File: src/hdl/prqs_pkg.sv
// Package: shared types and constants of the pulsed relay queue sequencer.
`default_nettype none
package prqs_pkg;
	localparam int RELAY_W   = 8;
	localparam int MS_W      = 16;
	localparam int SLOT_W    = 4;
	localparam int CFG_IDX_W = 2;

	typedef enum logic [1:0] {
		ST_NONE     = 2'd0,
		ST_INSERTED = 2'd1,
		ST_QUEUED   = 2'd2,
		ST_FULL     = 2'd3
	} add_status_t;

	typedef enum logic [1:0] {
		PH_IDLE     = 2'd0,
		PH_ON       = 2'd1,
		PH_RECHARGE = 2'd2
	} phase_t;

	localparam logic [CFG_IDX_W-1:0] CFG_ON_TIME     = 2'd0;
	localparam logic [CFG_IDX_W-1:0] CFG_RECHARGE    = 2'd1;
	localparam logic [CFG_IDX_W-1:0] CFG_ACTIVE_HIGH = 2'd2;

	localparam logic CMD_TICK = 1'b0;
	localparam logic CMD_ADD  = 1'b1;

	typedef enum logic [6:0] {
		S_IDLE     = 7'b0000001,
		S_SRCH_RD  = 7'b0000010,
		S_SRCH_CMP = 7'b0000100,
		S_INSERT   = 7'b0001000,
		S_HEAD_RD  = 7'b0010000,
		S_STEP     = 7'b0100000,
		S_EMIT     = 7'b1000000
	} state_t;

	typedef struct packed {
		logic accept;
		logic srch_rd;
		logic srch_cmp;
		logic insert;
		logic head_rd;
		logic step;
		logic emit;
	} ctl_cmd_t;

	typedef struct packed {
		logic is_add;
		logic srch_end;
		logic match;
		logic out_free;
	} ctl_sts_t;
endpackage
`default_nettype wire

File: src/hdl/prqs_if.sv
// Interfaces: input item, result item and configuration write channels.
`default_nettype none
interface prqs_in_if;
	logic       valid;
	logic       ready;
	logic       cmd;
	logic [7:0] relay_number;
	modport source (output valid, output cmd, output relay_number, input ready);
	modport sink (input valid, input cmd, input relay_number, output ready);
endinterface

interface prqs_out_if;
	logic       valid;
	logic       ready;
	logic [1:0] add_status;
	logic [3:0] slot_index;
	logic       drive_valid;
	logic [7:0] drive_relay;
	logic       drive_command_on;
	logic [1:0] phase;
	modport source (output valid, output add_status, output slot_index, output drive_valid,
		output drive_relay, output drive_command_on, output phase, input ready);
	modport sink (input valid, input add_status, input slot_index, input drive_valid,
		input drive_relay, input drive_command_on, input phase, output ready);
endinterface

interface prqs_cfg_if;
	logic        valid;
	logic        ready;
	logic [1:0]  index;
	logic [15:0] data;
	modport source (output valid, output index, output data, input ready);
	modport sink (input valid, input index, input data, output ready);
endinterface
`default_nettype wire

File: src/hdl/pulsed_relay_queue_sequencer_top.sv
// Sequence: a tick item passes head read, step and emit states into the output register;
// an add item first reads and compares each entry examined, then inserts if not found.
// Throughput: one item at a time; the next item is accepted the cycle after the result
// enters the output register, so a stalled result still lets one more item start.
// Reset: arst_n clears the queue to empty, the sequencer to idle, times to 0 and
// active_high to 1; the queue memory itself is not cleared.
`default_nettype none
module pulsed_relay_queue_sequencer_top #(
	parameter int QUEUE_DEPTH = 16
) (
	input  logic        clk,
	input  logic        arst_n,
	prqs_in_if.sink     item_in,
	prqs_out_if.source  item_out,
	prqs_cfg_if.sink    cfg
);
	import prqs_pkg::*;

	ctl_cmd_t ctl_cmd;
	ctl_sts_t ctl_sts;

	prqs_ctrl u_ctrl (
		.clk      (clk),
		.arst_n   (arst_n),
		.in_valid (item_in.valid),
		.in_ready (item_in.ready),
		.sts      (ctl_sts),
		.cmd      (ctl_cmd)
	);

	prqs_dp #(
		.QUEUE_DEPTH (QUEUE_DEPTH)
	) u_dp (
		.clk                  (clk),
		.arst_n               (arst_n),
		.cmd                  (ctl_cmd),
		.sts                  (ctl_sts),
		.in_cmd               (item_in.cmd),
		.in_relay             (item_in.relay_number),
		.cfg_valid            (cfg.valid),
		.cfg_ready            (cfg.ready),
		.cfg_index            (cfg.index),
		.cfg_data             (cfg.data),
		.out_valid            (item_out.valid),
		.out_ready            (item_out.ready),
		.out_add_status       (item_out.add_status),
		.out_slot_index       (item_out.slot_index),
		.out_drive_valid      (item_out.drive_valid),
		.out_drive_relay      (item_out.drive_relay),
		.out_drive_command_on (item_out.drive_command_on),
		.out_phase            (item_out.phase)
	);

	a_slot_zero: assert property (@(posedge clk) disable iff (!arst_n)
		item_out.valid && (item_out.add_status == ST_NONE || item_out.add_status == ST_FULL)
		|-> item_out.slot_index == '0)
		else $error("slot index set without a placed relay");

	a_drive_quiet: assert property (@(posedge clk) disable iff (!arst_n)
		item_out.valid && !item_out.drive_valid
		|-> item_out.drive_relay == '0 && !item_out.drive_command_on)
		else $error("drive fields set without a drive");

	a_emit_free: assert property (@(posedge clk) disable iff (!arst_n)
		ctl_cmd.emit |-> ctl_sts.out_free)
		else $error("result overwrites a pending item");
endmodule
`default_nettype wire

File: src/hdl/prqs_ctrl.sv
// Controller: one-hot state machine sequencing search, insert and sequencer step.
`default_nettype none
module prqs_ctrl (
	input  logic               clk,
	input  logic               arst_n,
	input  logic               in_valid,
	output logic               in_ready,
	input  prqs_pkg::ctl_sts_t sts,
	output prqs_pkg::ctl_cmd_t cmd
);
	import prqs_pkg::*;

	state_t state_q, state_d;

	always_ff @(posedge clk or negedge arst_n) begin
		if (!arst_n) begin
			state_q <= S_IDLE;
		end else begin
			state_q <= state_d;
		end
	end

	always_comb begin
		state_d  = state_q;
		cmd      = '0;
		in_ready = 1'b0;
		unique case (state_q)
			S_IDLE: begin
				in_ready = 1'b1;
				if (in_valid) begin
					cmd.accept = 1'b1;
					state_d    = sts.is_add ? S_SRCH_RD : S_HEAD_RD;
				end
			end
			S_SRCH_RD: begin
				cmd.srch_rd = 1'b1;
				state_d     = sts.srch_end ? S_INSERT : S_SRCH_CMP;
			end
			S_SRCH_CMP: begin
				cmd.srch_cmp = 1'b1;
				state_d      = sts.match ? S_HEAD_RD : S_SRCH_RD;
			end
			S_INSERT: begin
				cmd.insert = 1'b1;
				state_d    = S_HEAD_RD;
			end
			S_HEAD_RD: begin
				cmd.head_rd = 1'b1;
				state_d     = S_STEP;
			end
			S_STEP: begin
				cmd.step = 1'b1;
				state_d  = S_EMIT;
			end
			S_EMIT: begin
				if (sts.out_free) begin
					cmd.emit = 1'b1;
					state_d  = S_IDLE;
				end
			end
			default: begin
				state_d = S_IDLE;
			end
		endcase
	end
endmodule
`default_nettype wire

File: src/hdl/prqs_dp.sv
// Datapath: circular queue memory, timers, configuration and result registers.
`default_nettype none
module prqs_dp #(
	parameter int QUEUE_DEPTH = 16
) (
	input  logic                                 clk,
	input  logic                                 arst_n,
	input  prqs_pkg::ctl_cmd_t                   cmd,
	output prqs_pkg::ctl_sts_t                   sts,
	input  logic                                 in_cmd,
	input  logic [prqs_pkg::RELAY_W-1:0]         in_relay,
	input  logic                                 cfg_valid,
	output logic                                 cfg_ready,
	input  logic [prqs_pkg::CFG_IDX_W-1:0]       cfg_index,
	input  logic [prqs_pkg::MS_W-1:0]            cfg_data,
	output logic                                 out_valid,
	input  logic                                 out_ready,
	output logic [1:0]                           out_add_status,
	output logic [prqs_pkg::SLOT_W-1:0]          out_slot_index,
	output logic                                 out_drive_valid,
	output logic [prqs_pkg::RELAY_W-1:0]         out_drive_relay,
	output logic                                 out_drive_command_on,
	output logic [1:0]                           out_phase
);
	import prqs_pkg::*;

	localparam int IDX_W = (QUEUE_DEPTH > 1) ? $clog2(QUEUE_DEPTH) : 1;
	localparam int CNT_W = $clog2(QUEUE_DEPTH + 1);
	localparam logic [IDX_W:0]   DEPTH_W = (IDX_W + 1)'(QUEUE_DEPTH);
	localparam logic [CNT_W-1:0] DEPTH_C = CNT_W'(QUEUE_DEPTH);
	localparam logic [IDX_W-1:0] LAST_IX = IDX_W'(QUEUE_DEPTH - 1);

	logic [RELAY_W-1:0] mem_q [QUEUE_DEPTH];
	logic [RELAY_W-1:0] rd_data_q;

	logic [IDX_W-1:0]   head_q;
	logic [CNT_W-1:0]   count_q;
	logic [CNT_W-1:0]   idx_q;
	logic [MS_W-1:0]    rem_q;
	phase_t             phase_q;
	logic [MS_W-1:0]    on_time_q;
	logic [MS_W-1:0]    recharge_q;
	logic               act_high_q;

	logic [RELAY_W-1:0] relay_q;
	add_status_t        status_q;
	logic [SLOT_W-1:0]  slot_q;
	logic               dvalid_q;
	logic [RELAY_W-1:0] drelay_q;
	logic               don_q;

	logic               out_valid_q;
	logic [1:0]         out_status_q;
	logic [SLOT_W-1:0]  out_slot_q;
	logic               out_dvalid_q;
	logic [RELAY_W-1:0] out_drelay_q;
	logic               out_don_q;
	logic [1:0]         out_phase_q;

	logic [CNT_W-1:0]   rd_off;
	logic [IDX_W:0]     rd_sum;
	logic [IDX_W:0]     wr_sum;
	logic [IDX_W-1:0]   rd_addr;
	logic [IDX_W-1:0]   wr_addr;
	logic [IDX_W-1:0]   head_next;

	assign rd_off  = cmd.srch_rd ? idx_q : '0;
	assign rd_sum  = {1'b0, head_q} + (IDX_W + 1)'(rd_off);
	assign wr_sum  = {1'b0, head_q} + (IDX_W + 1)'(count_q);
	assign rd_addr = (rd_sum >= DEPTH_W) ? IDX_W'(rd_sum - DEPTH_W) : IDX_W'(rd_sum);
	assign wr_addr = (wr_sum >= DEPTH_W) ? IDX_W'(wr_sum - DEPTH_W) : IDX_W'(wr_sum);
	assign head_next = (head_q == LAST_IX) ? '0 : head_q + 1'b1;

	// queue memory: one write, one registered read
	always_ff @(posedge clk) begin
		if (cmd.insert && count_q != DEPTH_C) begin
			mem_q[wr_addr] <= relay_q;
		end
		if (cmd.srch_rd || cmd.head_rd) begin
			rd_data_q <= mem_q[rd_addr];
		end
	end

	assign sts.is_add   = (in_cmd == CMD_ADD);
	assign sts.srch_end = (idx_q == count_q);
	assign sts.match    = (rd_data_q == relay_q);
	assign sts.out_free = !out_valid_q || out_ready;

	assign cfg_ready = 1'b1;

	always_ff @(posedge clk or negedge arst_n) begin
		if (!arst_n) begin
			on_time_q  <= '0;
			recharge_q <= '0;
			act_high_q <= 1'b1;
		end else if (cfg_valid) begin
			unique case (cfg_index)
				CFG_ON_TIME:     on_time_q  <= cfg_data;
				CFG_RECHARGE:    recharge_q <= cfg_data;
				CFG_ACTIVE_HIGH: act_high_q <= cfg_data[0];
				default: begin
				end
			endcase
		end
	end

	// item payload and per-item results
	always_ff @(posedge clk) begin
		if (cmd.accept) begin
			relay_q  <= in_relay;
			status_q <= ST_NONE;
			slot_q   <= '0;
			idx_q    <= '0;
		end
		if (cmd.srch_cmp) begin
			if (sts.match) begin
				status_q <= ST_QUEUED;
				slot_q   <= SLOT_W'(idx_q);
			end else begin
				idx_q <= idx_q + 1'b1;
			end
		end
		if (cmd.insert) begin
			if (count_q == DEPTH_C) begin
				status_q <= ST_FULL;
				slot_q   <= '0;
			end else begin
				status_q <= ST_INSERTED;
				slot_q   <= SLOT_W'(count_q);
			end
		end
		if (cmd.step) begin
			dvalid_q <= 1'b0;
			drelay_q <= '0;
			don_q    <= 1'b0;
			unique case (phase_q)
				PH_ON: begin
					if (rem_q == '0) begin
						dvalid_q <= 1'b1;
						drelay_q <= rd_data_q;
						don_q    <= !act_high_q;
					end
				end
				default: begin
					if ((phase_q != PH_RECHARGE || rem_q == '0) && count_q != '0) begin
						dvalid_q <= 1'b1;
						drelay_q <= rd_data_q;
						don_q    <= act_high_q;
					end
				end
			endcase
		end
	end

	// queue pointers, timer and phase
	always_ff @(posedge clk or negedge arst_n) begin
		if (!arst_n) begin
			head_q  <= '0;
			count_q <= '0;
			rem_q   <= '0;
			phase_q <= PH_IDLE;
		end else begin
			if (cmd.accept && in_cmd == CMD_TICK && rem_q != '0) begin
				rem_q <= rem_q - 1'b1;
			end
			if (cmd.insert && !sts.srch_end) begin
				count_q <= count_q;
			end else if (cmd.insert && count_q != DEPTH_C) begin
				count_q <= count_q + 1'b1;
			end
			if (cmd.step) begin
				unique case (phase_q)
					PH_ON: begin
						if (rem_q == '0) begin
							rem_q   <= recharge_q;
							head_q  <= head_next;
							phase_q <= PH_RECHARGE;
							if (count_q != '0) begin
								count_q <= count_q - 1'b1;
							end
						end
					end
					PH_RECHARGE: begin
						if (rem_q == '0) begin
							if (count_q != '0) begin
								rem_q   <= on_time_q;
								phase_q <= PH_ON;
							end else begin
								phase_q <= PH_IDLE;
							end
						end
					end
					default: begin
						phase_q <= PH_IDLE;
						if (count_q != '0) begin
							rem_q   <= on_time_q;
							phase_q <= PH_ON;
						end
					end
				endcase
			end
		end
	end

	// output register
	always_ff @(posedge clk or negedge arst_n) begin
		if (!arst_n) begin
			out_valid_q <= 1'b0;
		end else if (cmd.emit) begin
			out_valid_q <= 1'b1;
		end else if (out_ready) begin
			out_valid_q <= 1'b0;
		end
	end

	always_ff @(posedge clk) begin
		if (cmd.emit) begin
			out_status_q <= status_q;
			out_slot_q   <= slot_q;
			out_dvalid_q <= dvalid_q;
			out_drelay_q <= drelay_q;
			out_don_q    <= don_q;
			out_phase_q  <= phase_q;
		end
	end

	assign out_valid            = out_valid_q;
	assign out_add_status       = out_status_q;
	assign out_slot_index       = out_slot_q;
	assign out_drive_valid      = out_dvalid_q;
	assign out_drive_relay      = out_drelay_q;
	assign out_drive_command_on = out_don_q;
	assign out_phase            = out_phase_q;
endmodule
`default_nettype wire

File: src/flat_wrapper.sv
// flat-port wrapper written by rule: the top's interface ports become plain ports
module pulsed_relay_queue_sequencer_top_flat import prqs_pkg::*;
#(
	parameter int QUEUE_DEPTH = 16
)
  (clk, arst_n, item_in_valid, item_in_cmd, item_in_relay_number, item_in_ready, item_out_valid, item_out_add_status, item_out_slot_index, item_out_drive_valid, item_out_drive_relay, item_out_drive_command_on, item_out_phase, item_out_ready, cfg_valid, cfg_index, cfg_data, cfg_ready);
  prqs_in_if item_in_i ();
  prqs_out_if item_out_i ();
  prqs_cfg_if cfg_i ();
  input  logic clk;
  input  logic arst_n;
  input wire logic [$bits(item_in_i.valid)-1:0] item_in_valid;
  input wire logic [$bits(item_in_i.cmd)-1:0] item_in_cmd;
  input wire logic [$bits(item_in_i.relay_number)-1:0] item_in_relay_number;
  output wire logic [$bits(item_in_i.ready)-1:0] item_in_ready;
  output wire logic [$bits(item_out_i.valid)-1:0] item_out_valid;
  output wire logic [$bits(item_out_i.add_status)-1:0] item_out_add_status;
  output wire logic [$bits(item_out_i.slot_index)-1:0] item_out_slot_index;
  output wire logic [$bits(item_out_i.drive_valid)-1:0] item_out_drive_valid;
  output wire logic [$bits(item_out_i.drive_relay)-1:0] item_out_drive_relay;
  output wire logic [$bits(item_out_i.drive_command_on)-1:0] item_out_drive_command_on;
  output wire logic [$bits(item_out_i.phase)-1:0] item_out_phase;
  input wire logic [$bits(item_out_i.ready)-1:0] item_out_ready;
  input wire logic [$bits(cfg_i.valid)-1:0] cfg_valid;
  input wire logic [$bits(cfg_i.index)-1:0] cfg_index;
  input wire logic [$bits(cfg_i.data)-1:0] cfg_data;
  output wire logic [$bits(cfg_i.ready)-1:0] cfg_ready;
  assign item_in_i.valid = item_in_valid;
  assign item_in_i.cmd = item_in_cmd;
  assign item_in_i.relay_number = item_in_relay_number;
  assign item_in_ready = item_in_i.ready;
  assign item_out_valid = item_out_i.valid;
  assign item_out_add_status = item_out_i.add_status;
  assign item_out_slot_index = item_out_i.slot_index;
  assign item_out_drive_valid = item_out_i.drive_valid;
  assign item_out_drive_relay = item_out_i.drive_relay;
  assign item_out_drive_command_on = item_out_i.drive_command_on;
  assign item_out_phase = item_out_i.phase;
  assign item_out_i.ready = item_out_ready;
  assign cfg_i.valid = cfg_valid;
  assign cfg_i.index = cfg_index;
  assign cfg_i.data = cfg_data;
  assign cfg_ready = cfg_i.ready;
  pulsed_relay_queue_sequencer_top #(.QUEUE_DEPTH(QUEUE_DEPTH)) u_core (.clk(clk), .arst_n(arst_n), .item_in(item_in_i), .item_out(item_out_i), .cfg(cfg_i));
endmodule
File: config.mk
export PLATFORM = sky130hd
export DESIGN_NAME = pulsed_relay_queue_sequencer_top_flat
export DESIGN_NICKNAME = d
export VERILOG_FILES = /design/src/hdl/prqs_pkg.sv /design/src/hdl/prqs_if.sv /design/src/hdl/pulsed_relay_queue_sequencer_top.sv /design/src/hdl/prqs_ctrl.sv /design/src/hdl/prqs_dp.sv /design/src/flat_wrapper.sv
export SDC_FILE = /design/constraint.sdc
export NUM_CORES = 1
export LEC_CHECK = 0
export ABC_CLOCK_PERIOD_IN_PS = 3400
export BUFFER_PORTS_ARGS = -buffer_cell sky130_fd_sc_hd__buf_2
export CORE_MARGIN = 2
export CORE_UTILIZATION = 28
export CTS_BUF_LIST = sky130_fd_sc_hd__clkbuf_16
export DETAILED_ROUTE_END_ITERATION = 10
export PLACE_DENSITY_LB_ADDON = 0.12
export SETUP_SLACK_MARGIN = 0.3
export SLEW_MARGIN = 25
export SYNTH_ARGS = -nofsm -noshare
export SYNTH_HDL_FRONTEND = slang
export SYNTH_SLANG_ARGS = --single-unit
File: constraint.sdc
create_clock -name clk -period 3.4 [get_ports clk]
set_clock_uncertainty 0.05 [all_clocks]
set_input_delay 0.17 -clock clk [delete_from_list [all_inputs] [get_ports clk]]
set_output_delay 0.17 -clock clk [all_outputs]
set_load 0.01 [all_outputs]
### Word-level counts from Yosys, hierarchy flattened

Memories as Yosys holds them, arrays and structs flattened. A register that Yosys moved wholly into a read port is not among the register bits.
Index checks and enable logic that the tools add are counted.
W data, S select, Z words.

| operators by class | value |
|---|---|
| $add $sub $neg | 9 |
| bitwise gates (word level) | 1 |
| equal/unequal tests | 21 |
| reduce and logical (&&, ||, !) cells | 22 |
| magnitude comparators | 2 |
| muxes and demuxes | 62 |

Operator list:

| kind | count |
|---|---|
| $mux W16 | 5 |
| $mux W5 | 12 |
| $pmux W7 S7 | 1 |
| $mux W4 | 9 |
| $pmux W16 S2 | 1 |
| $mux W8 | 3 |
| $mux W1 | 21 |
| $logic_not A16 Y1 | 1 |
| $reduce_bool A16 Y1 | 1 |
| $sub A16 B1 Y16 const B | 1 |
| $mux W2 | 7 |
| $mux W7 | 2 |
| $add A4 B5 Y5 | 2 |
| $add A5 B1 Y5 const B | 2 |
| $ge A5 B5 Y1 const B | 2 |
| $eq A8 B8 Y1 | 1 |
| $ne A2 B2 Y1 const B | 4 |
| $reduce_and A2 Y1 | 4 |
| $sub A4 B1 Y4 const B | 2 |
| $eq A7 B1 Y1 const B | 1 |
| $eq A7 B2 Y1 const B | 1 |
| $eq A7 B3 Y1 const B | 1 |
| $eq A7 B4 Y1 const B | 1 |
| $eq A7 B5 Y1 const B | 1 |
| other kinds (20) | 31 |

| storage, ports and cells | value |
|---|---|
| bits in writable memories | 128 |
| register bits after elaboration | 115 |
| output and inout bits | 21 |
| input bits | 32 |
| logic and storage cells | 140 |
| memories | 1 |

Memory list:

| memory | depth | bits a word | rd ports | clocked after memory_dff | wr ports | line | text |
|---|---|---|---|---|---|---|---|
| u_core.u_dp.mem_q | 16 | 8 | 1 | 1 | 1 | prqs_dp.sv:33 | `logic [RELAY_W-1:0] mem_q [QUEUE_DEPTH];` |

### Depth between registers and ports, before layout

Gate-level depths: netlist (run 1).

| depth | value |
|---|---|
| word-level depth | 9 |
| gate-level depth with buffers | 11 |
| gate-level depth less buffers | 11 |

### By module

Synthesis (run 1) repeated with hierarchy kept, for this count alone.

| second synthesis, totals | value |
|---|---|
| cell total of the unflattened synthesis | 774 |
| area total of the unflattened synthesis | 11100.6 µm² |

Modules (own cells, without submodules):

| module | area an instance (µm²) | instances | cells each | sequential area each (µm²) |
|---|---|---|---|---|
| prqs_dp | 10655.2 | 1 | 727 | 6912.9 |
| prqs_ctrl | 445.4 | 1 | 47 | 176.4 |

### Worst setup path after synthesis (run 1)

No wires, ideal clock.

| timing | value |
|---|---|
| kind | reg-to-reg |
| start point | register u_core.u_ctrl.state_q[3] |
| end point | register u_core.u_dp.rd_data_q[5] (read register of u_core.u_dp.mem_q) (data pin) |
| library setup time | 274 ps |
| arrival | 3292 ps |
| cell stages (with the launch flop) | 11 |
| buffers on the path | 1 |
| slack | -216 ps |
| required time | 3076 ps |
| period minus slack after synthesis | 3616 ps |
| cells stage by stage | dfrtp_1 > nor4_1 > nand2_1 > nor2_1 > and2_1 > ha_1 > inv_1 > fa_1 > clkbuf_1 > mux4_2 > mux4_1 |

| between the ends | value |
|---|---|
| longest elaborated chain between the ends | 6 |
| elaborated cells on any way between the ends | 10 |
| classes of those cells | 2 x add/sub; 1 x order compare; 2 x eq/ne; 4 x mux; 1 x reduce/logical |

Ends and longest elaborated chain:

| element | line | text |
|---|---|---|
| start: declaration | prqs_ctrl.sv:13 | `state_t state_q, state_d;` |
| start signal: assignment | prqs_ctrl.sv:19 | `state_q <= state_d;` |
| $eq A7 B2 Y1 | prqs_ctrl.sv:27 | `unique case (state_q)` |
| $mux W1 | prqs_ctrl.sv:27 |  |
| $mux W5 | prqs_dp.sv:67 | `assign rd_off = cmd.srch_rd ? idx_q : '0;` |
| $add A4 B5 Y5 | prqs_dp.sv:68 | `assign rd_sum = {1'b0, head_q} + (IDX_W + 1)'(rd_off);` |
| $sub A4 B1 Y4 or $ge A5 B5 Y1 (tied branches) | prqs_dp.sv:70 | `assign rd_addr = (rd_sum >= DEPTH_W) ? IDX_W'(rd_sum - DEPTH_W) : IDX_W'(rd_sum);` |
| $mux W4 | prqs_dp.sv:70 |  |
| end: declaration | prqs_dp.sv:34 | `logic [RELAY_W-1:0] rd_data_q;` |

Several ways; a longest one is shown, not always the timed one.
A chain may end at the register's enable or synchronous reset.

### Worst setup path in the final report (run 1)

| timing | value |
|---|---|
| start point | register u_core.u_ctrl.state_q[5] |
| end point | register u_core.u_dp.rd_data_q[2] (read register of u_core.u_dp.mem_q) (data pin) |

The elaborated chain is that of the path after synthesis.

==> results of run 1 <==
sequential cells by signal (all words and copies together), names as in the netlist, 2 cells and up:
| register | cells |
|---|---|
| u_core.u_dp.mem_q | 128 |
| u_core.u_dp.on_time_q | 16 |
| u_core.u_dp.recharge_q | 16 |
| u_core.u_dp.rem_q | 16 |
| u_core.u_dp.drelay_q | 8 |
| u_core.u_dp.out_drive_relay | 8 |
| u_core.u_dp.rd_data_q | 8 |
| u_core.u_dp.relay_q | 8 |
| u_core.u_ctrl.state_q | 7 |
| u_core.u_dp.count_q | 5 |
| u_core.u_dp.idx_q | 5 |
| u_core.u_dp.head_q | 4 |
| u_core.u_dp.out_slot_index | 4 |
| u_core.u_dp.slot_q | 4 |
| u_core.u_dp.out_add_status | 2 |
| u_core.u_dp.out_phase | 2 |
| u_core.u_dp.phase_q | 2 |
| u_core.u_dp.status_q | 2 |
layout by cell type, fill, tap and decap left out, types with 7 or more instances in the layout:
master / instances
mux4_2: 40
buf_4: 58
and2_1: 11
o21ai_0: 34
nand3_1: 11
nor2_1: 47
a21oi_1: 23
buf_2: 50
nor4_1: 8
nor3_1: 14
xor2_1: 23
inv_1: 18
nand2_1: 47
nand4_1: 7
dfrtp_1: 66
nand2b_1: 7
ha_1: 13
clkbuf_16: 30
dlygate4sd3_1: 31
dfxtp_1: 11
edfxtp_1: 172
mux2_2: 34
xnor2_1: 14
final timing paths:
path / start / to / slack (ns) / depth (start not counted)
hold / removal: arst_n / u_core.u_dp.count_q[1]$_DFF_PN0_ / 0.09 / 2
setup reg to reg: u_core.u_ctrl.state_q[5]$_DFFE_PN0P_ / u_core.u_dp.rd_data_q[2]$_DFFE_PP_ / 0.19 / 11
min in group clk: item_in_relay_number[7] / u_core.u_dp.relay_q[7]$_DFFE_PP_ / 0.24 / 2
hold reg to reg: u_core.u_dp.dvalid_q$_DFFE_PP_ / u_core.u_dp.out_drive_valid$_DFFE_PP_ / 0.37 / 0
max in group asynchronous: arst_n / u_core.u_dp.phase_q[0]$_DFFE_PN0P_ / 2.67 / 2
setup / recovery: u_core.u_ctrl.state_q[5]$_DFFE_PN0P_ / u_core.u_dp.rd_data_q[2]$_DFFE_PP_ / 0.19 / 11
power breakdown:
part | internal [mW] | switching (mW)
clock network | 1.92 | 1.33
logic | 0.652 | 0.847
registers | 3.70 | 0.304
total | 6.27 | 2.48
critical path: stages, from the launching register on:
cell and delay, ns:
dfrtp_1 0.41, nor4_4 0.31, nand2_2 0.12, nor2_4 0.13, and2_4 0.16, ha_4 0.13, inv_2 0.03, fa_2 0.58
buf_12 0.14, buf_16 0.13, mux4_2 0.30, mux4_2 0.46
cell families after synthesis:
logic type | after synthesis | share of synthesized area
adders and majority gates | 16 | 0.0196
xor gates and xnor gates | 38 | 0.0310
muxes | 77 | 0.120
DFF | 251 | 0.646
buffers and inverters | 45 | 0.0160
AOI/OAI and AO/OA | 122 | 0.0734
other | 1 | 0.000342
and+or+nand+nor | 199 | 0.0935
metal layers:
metal  vias up  global-route usage  part of all wire
met2       154               0.210              0.44
met5         -                   0                 0
met1      3456               0.208              0.50
met4         0              0.0352             0.015
met3        32              0.0250             0.047
li1       3188                   -                 -
cell type report:
| type | instances | area, um^2 |
|---|---|---|
| multi-input cells | 453 | 3780 |
| repair buffers | 146 | 1140 |
| well taps | 518 | 648 |
| clock inverters | 26 | 258 |
| inverters | 15 | 56.3 |
| fillers | 3707 | 24900 |
| clock buffers | 30 | 751 |
| flip-flops and latches | 251 | 7090 |
what timing repair did:
action / CTS / global route
cloned: 2 / 0
gates resized for setup: 6 / 2
buffers inserted: 4 / 0
endpoints found under the hold margin: 111 / 0
hold buffers: 31 / 0
pin swaps: 3 / 0
setup endpoints to repair: 8 / 8
per-stage QoR:
| step | utilization | setup WS [ns] |
|---|---|---|
| 2_1_floorplan | - | 0.201 |
| 3_3_place_gp | 0.317 | 0.0126 |
| 3_5_place_dp | 0.317 | 0.000608 |
| 4_1_cts | 0.355 | 0.135 |
| 5_1_grt | 0.355 | 0.0330 |
| 6_report | 0.355 | 0.192 |
==> results.sh, run 1 <==
export IMPL_outcome="finished, final reports clean"
export IMPL_yosysWarnings=0
export IMPL_wl_um=27900
export IMPL_cts_root_buffer="clkbuf_16"
export IMPL_maxSlewViolCount=0
export IMPL_power_leakage_nw=4.99
export IMPL_grt_pass1_wl_um=44000
export IMPL_placedCellCount=1346
export IMPL_drive_gt1_frac=0.287
export IMPL_io_pin_count=53
export IMPL_cts_tree="built"
export IMPL_finalNetCount=945
export IMPL_setup_tns_ns=0
export IMPL_die_h_um=202
export IMPL_rows=72
export IMPL_vias=6830
export IMPL_antenna_found_initial=0
export IMPL_core_um2=38600
export IMPL_synthesis_nets=797
export IMPL_power_density_nw_per_um2=637
export IMPL_post_drt_wl_per_cell_um=19.4
export IMPL_avgSynthCellArea_um2=14.7
export IMPL_relSlewSlack=0.344
export IMPL_hold_viol=0
export IMPL_drtAntennaViolNets=0
export IMPL_yosysSeqAreaShare=0.646
export IMPL_fin_cells=1439
export IMPL_numClockSinks=251
export IMPL_clock_latency_ns=0.58
export IMPL_irDropWorstVdd_uv=426
export IMPL_holdWs_ns=0.0945
export IMPL_dp_hpwl_um=19400
export IMPL_route_detailed_drc=0
export IMPL_drt_iter0_drc=448
export IMPL_period_minus_slack_ns=3.21
export IMPL_hold_class="in -> async"
export IMPL_setup_viol=0
export IMPL_first_global_vias=7021
export IMPL_synthCells=749
export IMPL_synth_cell_types=72
export IMPL_syn_to_final_growth_pct=25.1
export IMPL_synth_most_common_cell="edfxtp_1"
export IMPL_grt_start_max_net_pins=69
export IMPL_arrival_ns=3.48
export IMPL_post_dp_cell_area_um2=12300
export IMPL_fmax_ghz=0.312
export IMPL_initial_core_util=0.284
export IMPL_worst_ep_required_time_ns=3.67
export IMPL_synth_seq_cells=251
export IMPL_synthFlopType="edfxtp_1"
export IMPL_tightest_slew_ns=0.976
export IMPL_rsz0062_at_grt="yes"
export IMPL_synth_top_area_cell="edfxtp_1"
export IMPL_cts_buffers=30
export IMPL_critical_path_class="reg -> reg"
export IMPL_endpoint_kind="register"
export IMPL_critPathMaxFanout=8
export IMPL_via_per_inst=4.75
export IMPL_overflow=0
export IMPL_dr_pass1_iters=5
export IMPL_syn_area_um2=11000
export IMPL_path_clk_slew_ns=0.06
export IMPL_htree_levels=1
export IMPL_ys_async_sr_fraction=0.271
export IMPL_synthTopCellsByArea="edfxtp_1 47%, dfrtp_1 15%, mux4_2 8.0%, mux2_2 3.5%, dfxtp_1 2.0%"
export IMPL_p_total_mw=8.75
export IMPL_start_kind="register"
export IMPL_maxCapViolCount=0
export IMPL_finish_instance_area_um2=13700
export IMPL_synth_edf_count=172
export IMPL_die_x_um=202
export IMPL_grt_use_total=0.140
export IMPL_finalCritPeriodShare=0.944
export IMPL_synth_top_area_frac=0.471
export IMPL_die_area_um2=40800
export IMPL_gp_congestion=0.758
export IMPL_antenna_diode_count=0
export IMPL_synthTopCellsByCount="172 x edfxtp_1, 66 x dfrtp_1, 49 x nand2_1"
export IMPL_cts_buffer_depth=3
export IMPL_port_buffers=51
Note: power is estimated with default switching activity, not from simulation.
==> run 2: changes to the inputs <==
Settings changed: PLACE_DENSITY set to 0.53, PLACE_DENSITY_LB_ADDON 0.12 to unset.
==> results.sh, run 2 (synthesis gave the netlist of run 1 again) <==
export IMPL_crit_start="u_core.u_ctrl.state_q[2]$_DFFE_PN0P_"
export IMPL_ff2ff_setup_slack_ns=0.18
export IMPL_drtAntennaViolNets=0
export IMPL_via_per_inst=4.71
export IMPL_endpoint="u_core.u_dp.rd_data_q[2]$_DFFE_PP_"
export IMPL_die_h_um=202
export IMPL_outcome="finished, final reports clean"
export IMPL_fin_ws_ns=0.181
export IMPL_finalNetCount=943
export IMPL_finalCritPeriodShare=0.947
export IMPL_r2r_start="u_core.u_ctrl.state_q[2]$_DFFE_PN0P_"
export IMPL_core_um2=38600
export IMPL_htree_levels=1
export IMPL_cts_tree="built"
export IMPL_gp_congestion=0.814
export IMPL_tightest_slew_ns=1.09
export IMPL_irDropWorstVdd_uv=371
export IMPL_drive_gt1_frac=0.284
export IMPL_initial_core_util=0.284
export IMPL_antenna_found_initial=0
export IMPL_final_common_cell="edfxtp_1"
export IMPL_setup_tns_ns=0
export IMPL_setup_viol=0
export IMPL_die_area_um2=40800
export IMPL_cts_buffers=28
export IMPL_path_clk_slew_ns=0.06
export IMPL_final_cell_mix="172 x edfxtp_1, 66 x dfrtp_1, 56 x buf_4"
export IMPL_grt_use_total=0.126
export IMPL_overflow=0
export IMPL_critPathMaxFanout=8
export IMPL_worst_ep_required_time_ns=3.64
export IMPL_rr_endpoint="u_core.u_dp.rd_data_q[2]$_DFFE_PP_"
export IMPL_endpoint_kind="register"
export IMPL_critical_path_class="reg -> reg"
export IMPL_r2r_cells=11
export IMPL_rows=72
export IMPL_top_register="u_core.u_dp.mem_q"
export IMPL_syn_to_final_growth_pct=24.0
export IMPL_die_x_um=202
export IMPL_relSlewSlack=0.266
export IMPL_post_drt_wl_per_cell_um=17.6
export IMPL_largest_reg_flops=128
export IMPL_cts_root_buffer="clkbuf_16"
export IMPL_maxCapViolCount=0
export IMPL_io_pin_count=53
export IMPL_power_density_nw_per_um2=612
export IMPL_first_global_vias=6921
export IMPL_antenna_diode_count=0
export IMPL_place_ws_ns=-0.0181
export IMPL_arrival_ns=3.46
export IMPL_start_kind="register"
export IMPL_p_total_mw=8.33
export IMPL_maxSlewViolCount=0
export IMPL_dp_hpwl_um=17600
export IMPL_dr_pass1_iters=7
export IMPL_numClockSinks=251
export IMPL_grt_pass1_wl_um=41000
export IMPL_placedCellCount=1341
export IMPL_hold_viol=0
export IMPL_grt_start_max_net_pins=33
export IMPL_fin_util=0.352
export IMPL_rsz0062_at_grt="yes"
export IMPL_fmax_ghz=0.311
export IMPL_cts_buffer_depth=3
export IMPL_drt_iter0_drc=372
export IMPL_power_leakage_nw=4.97
export IMPL_hold_class="in -> async"
export IMPL_clock_latency_ns=0.56
export IMPL_period_minus_slack_ns=3.22
export IMPL_vias=6758
export IMPL_wl_um=25300
export IMPL_route_detailed_drc=0
export IMPL_port_buffers=51
export IMPL_fin_cells=1435
-- run 2: cell count changes in the layout (fill, tap and decap cells not counted), sizes merged --
cell	before	now
bufinv	4	2
clkbuf	30	28
clkinv	14	13
clkinvlp	3	0
inv	20	24
-- run 2: per-stage QoR --
stage	hold WS (ns)	cell area (um^2)
3_5_place_dp	0.204	12200
3_3_place_gp	0.194	12200
2_1_floorplan	-0.176	11000
6_report	0.155	13600
5_1_grt	0.206	13600
4_1_cts	0.152	13600
-- run 2: how the worst min path moves through the flow --
| stage | from | end | slack, ns | cells after the start |
|---|---|---|---|---|
| after floorplan | arst_n | u_core.u_ctrl.state_q[1]$_DFFE_PN0P_ | -0.18 | 0 |
| after global placement | arst_n | u_core.u_dp.on_time_q[9]$_DFFE_PN0P_ | 0.19 | 1 |
| after detailed placement | arst_n | u_core.u_dp.on_time_q[9]$_DFFE_PN0P_ | 0.20 | 1 |
| after CTS | arst_n | u_core.u_dp.recharge_q[6]$_DFFE_PN0P_ | 0.15 | 2 |
| after global routing | arst_n | u_core.u_dp.recharge_q[6]$_DFFE_PN0P_ | 0.21 | 2 |
| final | arst_n | u_core.u_dp.on_time_q[8]$_DFFE_PN0P_ | 0.15 | 2 |
-- run 2: cell type report --
cell class,count,area (um^2)
Timing Repair Buffer,146,1140
Sequential cell,251,7090
Multi-Input combinational cell,453,3780
Clock buffer,28,701
Inverter,15,56.3
Fill cell,3703,25000
Tap cell,518,648
Clock inverter,24,180
-- run 2: layer usage --
metal  GRT usage  wire (um)  up-vias
met5           0          0        -
met3      0.0185       1090       24
met1       0.186      12600     3412
met4      0.0339        398        0
li1            -          -     3183
met2       0.194      11200      139
-- run 2: report_power, final --
part	total, mW	leakage (nW)	switching, mW	internal [mW]
sequential	4.04	2.48	0.342	3.70
clock	2.88	0.467	1.22	1.65
combinational	1.41	2.02	0.766	0.642
total	8.33	4.97	2.33	6.00
-- run 2: critical path, cell delays in order, from the launching register on --
cell and delay, ns:
dfrtp_1 0.40, nor4_4 0.31, nand2_2 0.11, nor2_4 0.14, and2_4 0.17, ha_4 0.14
inv_2 0.04, fa_2 0.54, buf_12 0.14, buf_12 0.14, mux4_2 0.31, mux4_2 0.48
-- run 2: timing repair --
item | CTS | global route
cloned | 2 | 0
pin swaps | 6 | 5
gates resized for setup | 6 | 5
hold buffers | 31 | 0
endpoints found under the setup margin | 8 | 8
endpoints found under the hold margin | 72 | 0
setup buffers | 7 | 2
==> run 3: changes to the inputs <==
Settings changed: ABC_AREA set to 1.
==> results.sh, run 3 <==
export IMPL_first_global_vias=8704
export IMPL_r2r_start="u_core.u_ctrl.state_q[5]$_DFFE_PN0P_"
export IMPL_largest_reg_flops=128
export IMPL_gp_congestion=0.835
export IMPL_critPathMaxFanout=12
export IMPL_grt_use_total=0.135
export IMPL_cp_top_family="simple AND/OR/NAND/NOR gates"
export IMPL_synth_top_area_frac=0.436
export IMPL_io_pin_count=53
export IMPL_final_cell_mix="221 x nand2_1, 172 x edfxtp_1, 165 x nor2_1"
export IMPL_drt_iter0_drc=557
export IMPL_route_detailed_drc=0
export IMPL_synthTopCellsByCount="223 x nand2_1, 172 x edfxtp_1, 167 x nor2_1"
export IMPL_overflow=0
export IMPL_crit_top_cell="buf_12"
export IMPL_antenna_diode_count=0
export IMPL_cts_buffers=30
export IMPL_clock_latency_ns=0.57
export IMPL_wl_um=28900
export IMPL_htree_levels=1
export IMPL_outcome="finished, final reports clean"
export IMPL_rr_endpoint="u_core.u_dp.rd_data_q[2]$_DFFE_PP_"
export IMPL_max_stage_delay_ns=0.50
export IMPL_avgSynthCellArea_um2=9.91
export IMPL_drtAntennaViolNets=0
export IMPL_critical_path_class="reg -> reg"
export IMPL_maxSlewViolCount=0
export IMPL_finalCritPeriodShare=0.892
export IMPL_cts_root_buffer="clkbuf_16"
export IMPL_port_buffers=51
export IMPL_final_common_cell="nand2_1"
export IMPL_crit_chain="inv_2 > nand2_4 > nor2_8 > nand4_4 > nor2_2 > ha_4 > inv_1 > fa_2 > buf_12 > buf_12 > o32ai_1 > nand2_1 > o21ai_0 > nor2_1 > a31oi_1"
export IMPL_synthFlopType="edfxtp_1"
export IMPL_vias=8629
export IMPL_arrival_ns=3.37
export IMPL_finish_instance_area_um2=14300
export IMPL_drive_gt1_frac=0.169
export IMPL_cts_buffer_depth=3
export IMPL_endpoint_kind="register"
export IMPL_syn_area_um2=11900
export IMPL_path_clk_slew_ns=0.06
export IMPL_setup_tns_ns=0
export IMPL_synth_edf_count=172
export IMPL_critical_path_slowest_cell="fa_2"
export IMPL_syn_to_final_growth_pct=20.4
export IMPL_dp_hpwl_um=19800
export IMPL_cp_buffers_inverters=4
export IMPL_post_drt_wl_per_cell_um=15.5
export IMPL_synthesis_nets=1244
export IMPL_placedCellCount=1776
export IMPL_synthTopCellsByArea="edfxtp_1 44%, dfrtp_1 14%, nand2_1 7.1%, nor2_1 5.3%, o21ai_0 4.0%"
export IMPL_power_density_nw_per_um2=646
export IMPL_irDropWorstVdd_uv=357
export IMPL_finalNetCount=1350
export IMPL_fin_cells=1865
export IMPL_core_um2=41900
export IMPL_top_register="u_core.u_dp.mem_q"
export IMPL_die_h_um=210
export IMPL_ff2ff_setup_slack_ns=0.37
export IMPL_ys_async_sr_fraction=0.271
export IMPL_synth_top_area_cell="edfxtp_1"
export IMPL_hold_class="in -> async"
export IMPL_synth_seq_cells=251
export IMPL_r2r_cells=15
export IMPL_worst_ep_required_time_ns=3.74
export IMPL_yosysSeqAreaShare=0.598
export IMPL_post_dp_cell_area_um2=12900
export IMPL_hold_viol=0
export IMPL_die_area_um2=44000
export IMPL_p_total_mw=9.22
export IMPL_setup_viol=0
export IMPL_power_leakage_nw=5.88
export IMPL_yosysWarnings=0
export IMPL_start_kind="register"
export IMPL_place_ws_ns=0.213
export IMPL_die_x_um=210
export IMPL_synth_cell_types=53
export IMPL_tightest_slew_ns=0.734
export IMPL_grt_start_max_net_pins=42
export IMPL_fmax_ghz=0.330
export IMPL_synth_most_common_cell="nand2_1"
export IMPL_cts_tree="built"
export IMPL_via_per_inst=4.63
export IMPL_relSlewSlack=0.510
export IMPL_rows=75
export IMPL_synthCells=1196
export IMPL_period_minus_slack_ns=3.03
export IMPL_maxCapViolCount=0
export IMPL_grt_pass1_wl_um=47200
export IMPL_initial_core_util=0.283
export IMPL_dr_pass1_iters=5
export IMPL_antenna_found_initial=0
export IMPL_fin_ws_ns=0.368
export IMPL_rsz0062_at_grt="yes"
export IMPL_numClockSinks=251
run 3: changes by cell type after synthesis, sizes merged, moves of 29 or more:
cell   delta
nand2   +191
nor2    +135
inv     +109
o21ai    +81
nand3    +55
mux4     -40
mux2     -34
o32ai    +29
run 3: logic make-up after synthesis:
kind of cell	share of synthesized area
and+or+nand+nor	0.206
DFF	0.598
AOI/OAI and AO/OA	0.0959
buffers and inverters	0.0592
xor gates and xnor gates	0.0213
adders and majority gates	0.0182
other	0.000316
muxes	0.000845
run 3: power by group:
part           internal (mW)  switching, mW
sequential              3.69          0.296
combinational          0.679           1.34
clock                   1.94           1.26
run 3: layout make-up:
cell class / count / area, um^2
multi-input cells: 773 / 4130
inverters: 125 / 470
well taps: 539 / 674
flip-flops and latches: 251 / 7090
clock buffers: 31 / 776
fillers: 4233 / 27600
repair buffers: 121 / 911
clock inverters: 25 / 223
run 3: layer usage:
metal | vias to the layer above | wire length (um) | global-route usage | part of all wire
li1 | 4262 | - | - | -
met1 | 4148 | 13900 | 0.188 | 0.48
met2 | 182 | 13100 | 0.214 | 0.45
met3 | 37 | 1390 | 0.0238 | 0.048
met4 | 0 | 548 | 0.0394 | 0.019
met5 | - | 0 | 0 | 0
run 3: worst max path at each step:
stage	from	to	slack, ns	cells after the start
2_1_floorplan	u_core.u_ctrl.state_q[5]$_DFFE_PN0P_	u_core.u_dp.rd_data_q[7]$_DFFE_PP_	0.60	16
3_3_place_gp	u_core.u_ctrl.state_q[5]$_DFFE_PN0P_	u_core.u_dp.rd_data_q[2]$_DFFE_PP_	0.25	14
3_5_place_dp	u_core.u_ctrl.state_q[5]$_DFFE_PN0P_	u_core.u_dp.rd_data_q[2]$_DFFE_PP_	0.21	15
4_1_cts	u_core.u_ctrl.state_q[5]$_DFFE_PN0P_	u_core.u_dp.rd_data_q[2]$_DFFE_PP_	0.35	15
5_1_grt	u_core.u_ctrl.state_q[5]$_DFFE_PN0P_	u_core.u_dp.rd_data_q[6]$_DFFE_PP_	0.27	16
6_report	u_core.u_ctrl.state_q[5]$_DFFE_PN0P_	u_core.u_dp.rd_data_q[2]$_DFFE_PP_	0.37	15
run 3: stage by stage:
stage / hold WS, ns / util
detailed placement: 0.217 / 0.308
global placement: 0.216 / 0.308
CTS: 0.128 / 0.339
floorplan: -0.176 / -
finish: 0.131 / 0.341
global route: 0.181 / 0.341
run 3: repair_timing:
action	CTS	global route
endpoints found under the setup margin	8	8
endpoints found under the hold margin	72	0
pin swaps	1	1
setup buffers	2	2
gates resized for setup	0	10
hold buffers	29	0
cloned	0	0
run 3: worst register-to-register path, stage by stage, from the launching register on:
cell and delay [ns]:
dfrtp_1 0.40, inv_2 0.09, nand2_4 0.07, nor2_8 0.13, nand4_4 0.16, nor2_2 0.17
ha_4 0.15, inv_1 0.05, fa_2 0.50, buf_12 0.17, buf_12 0.14, o32ai_1 0.35
nand2_1 0.08, o21ai_0 0.10, nor2_1 0.07, a31oi_1 0.16
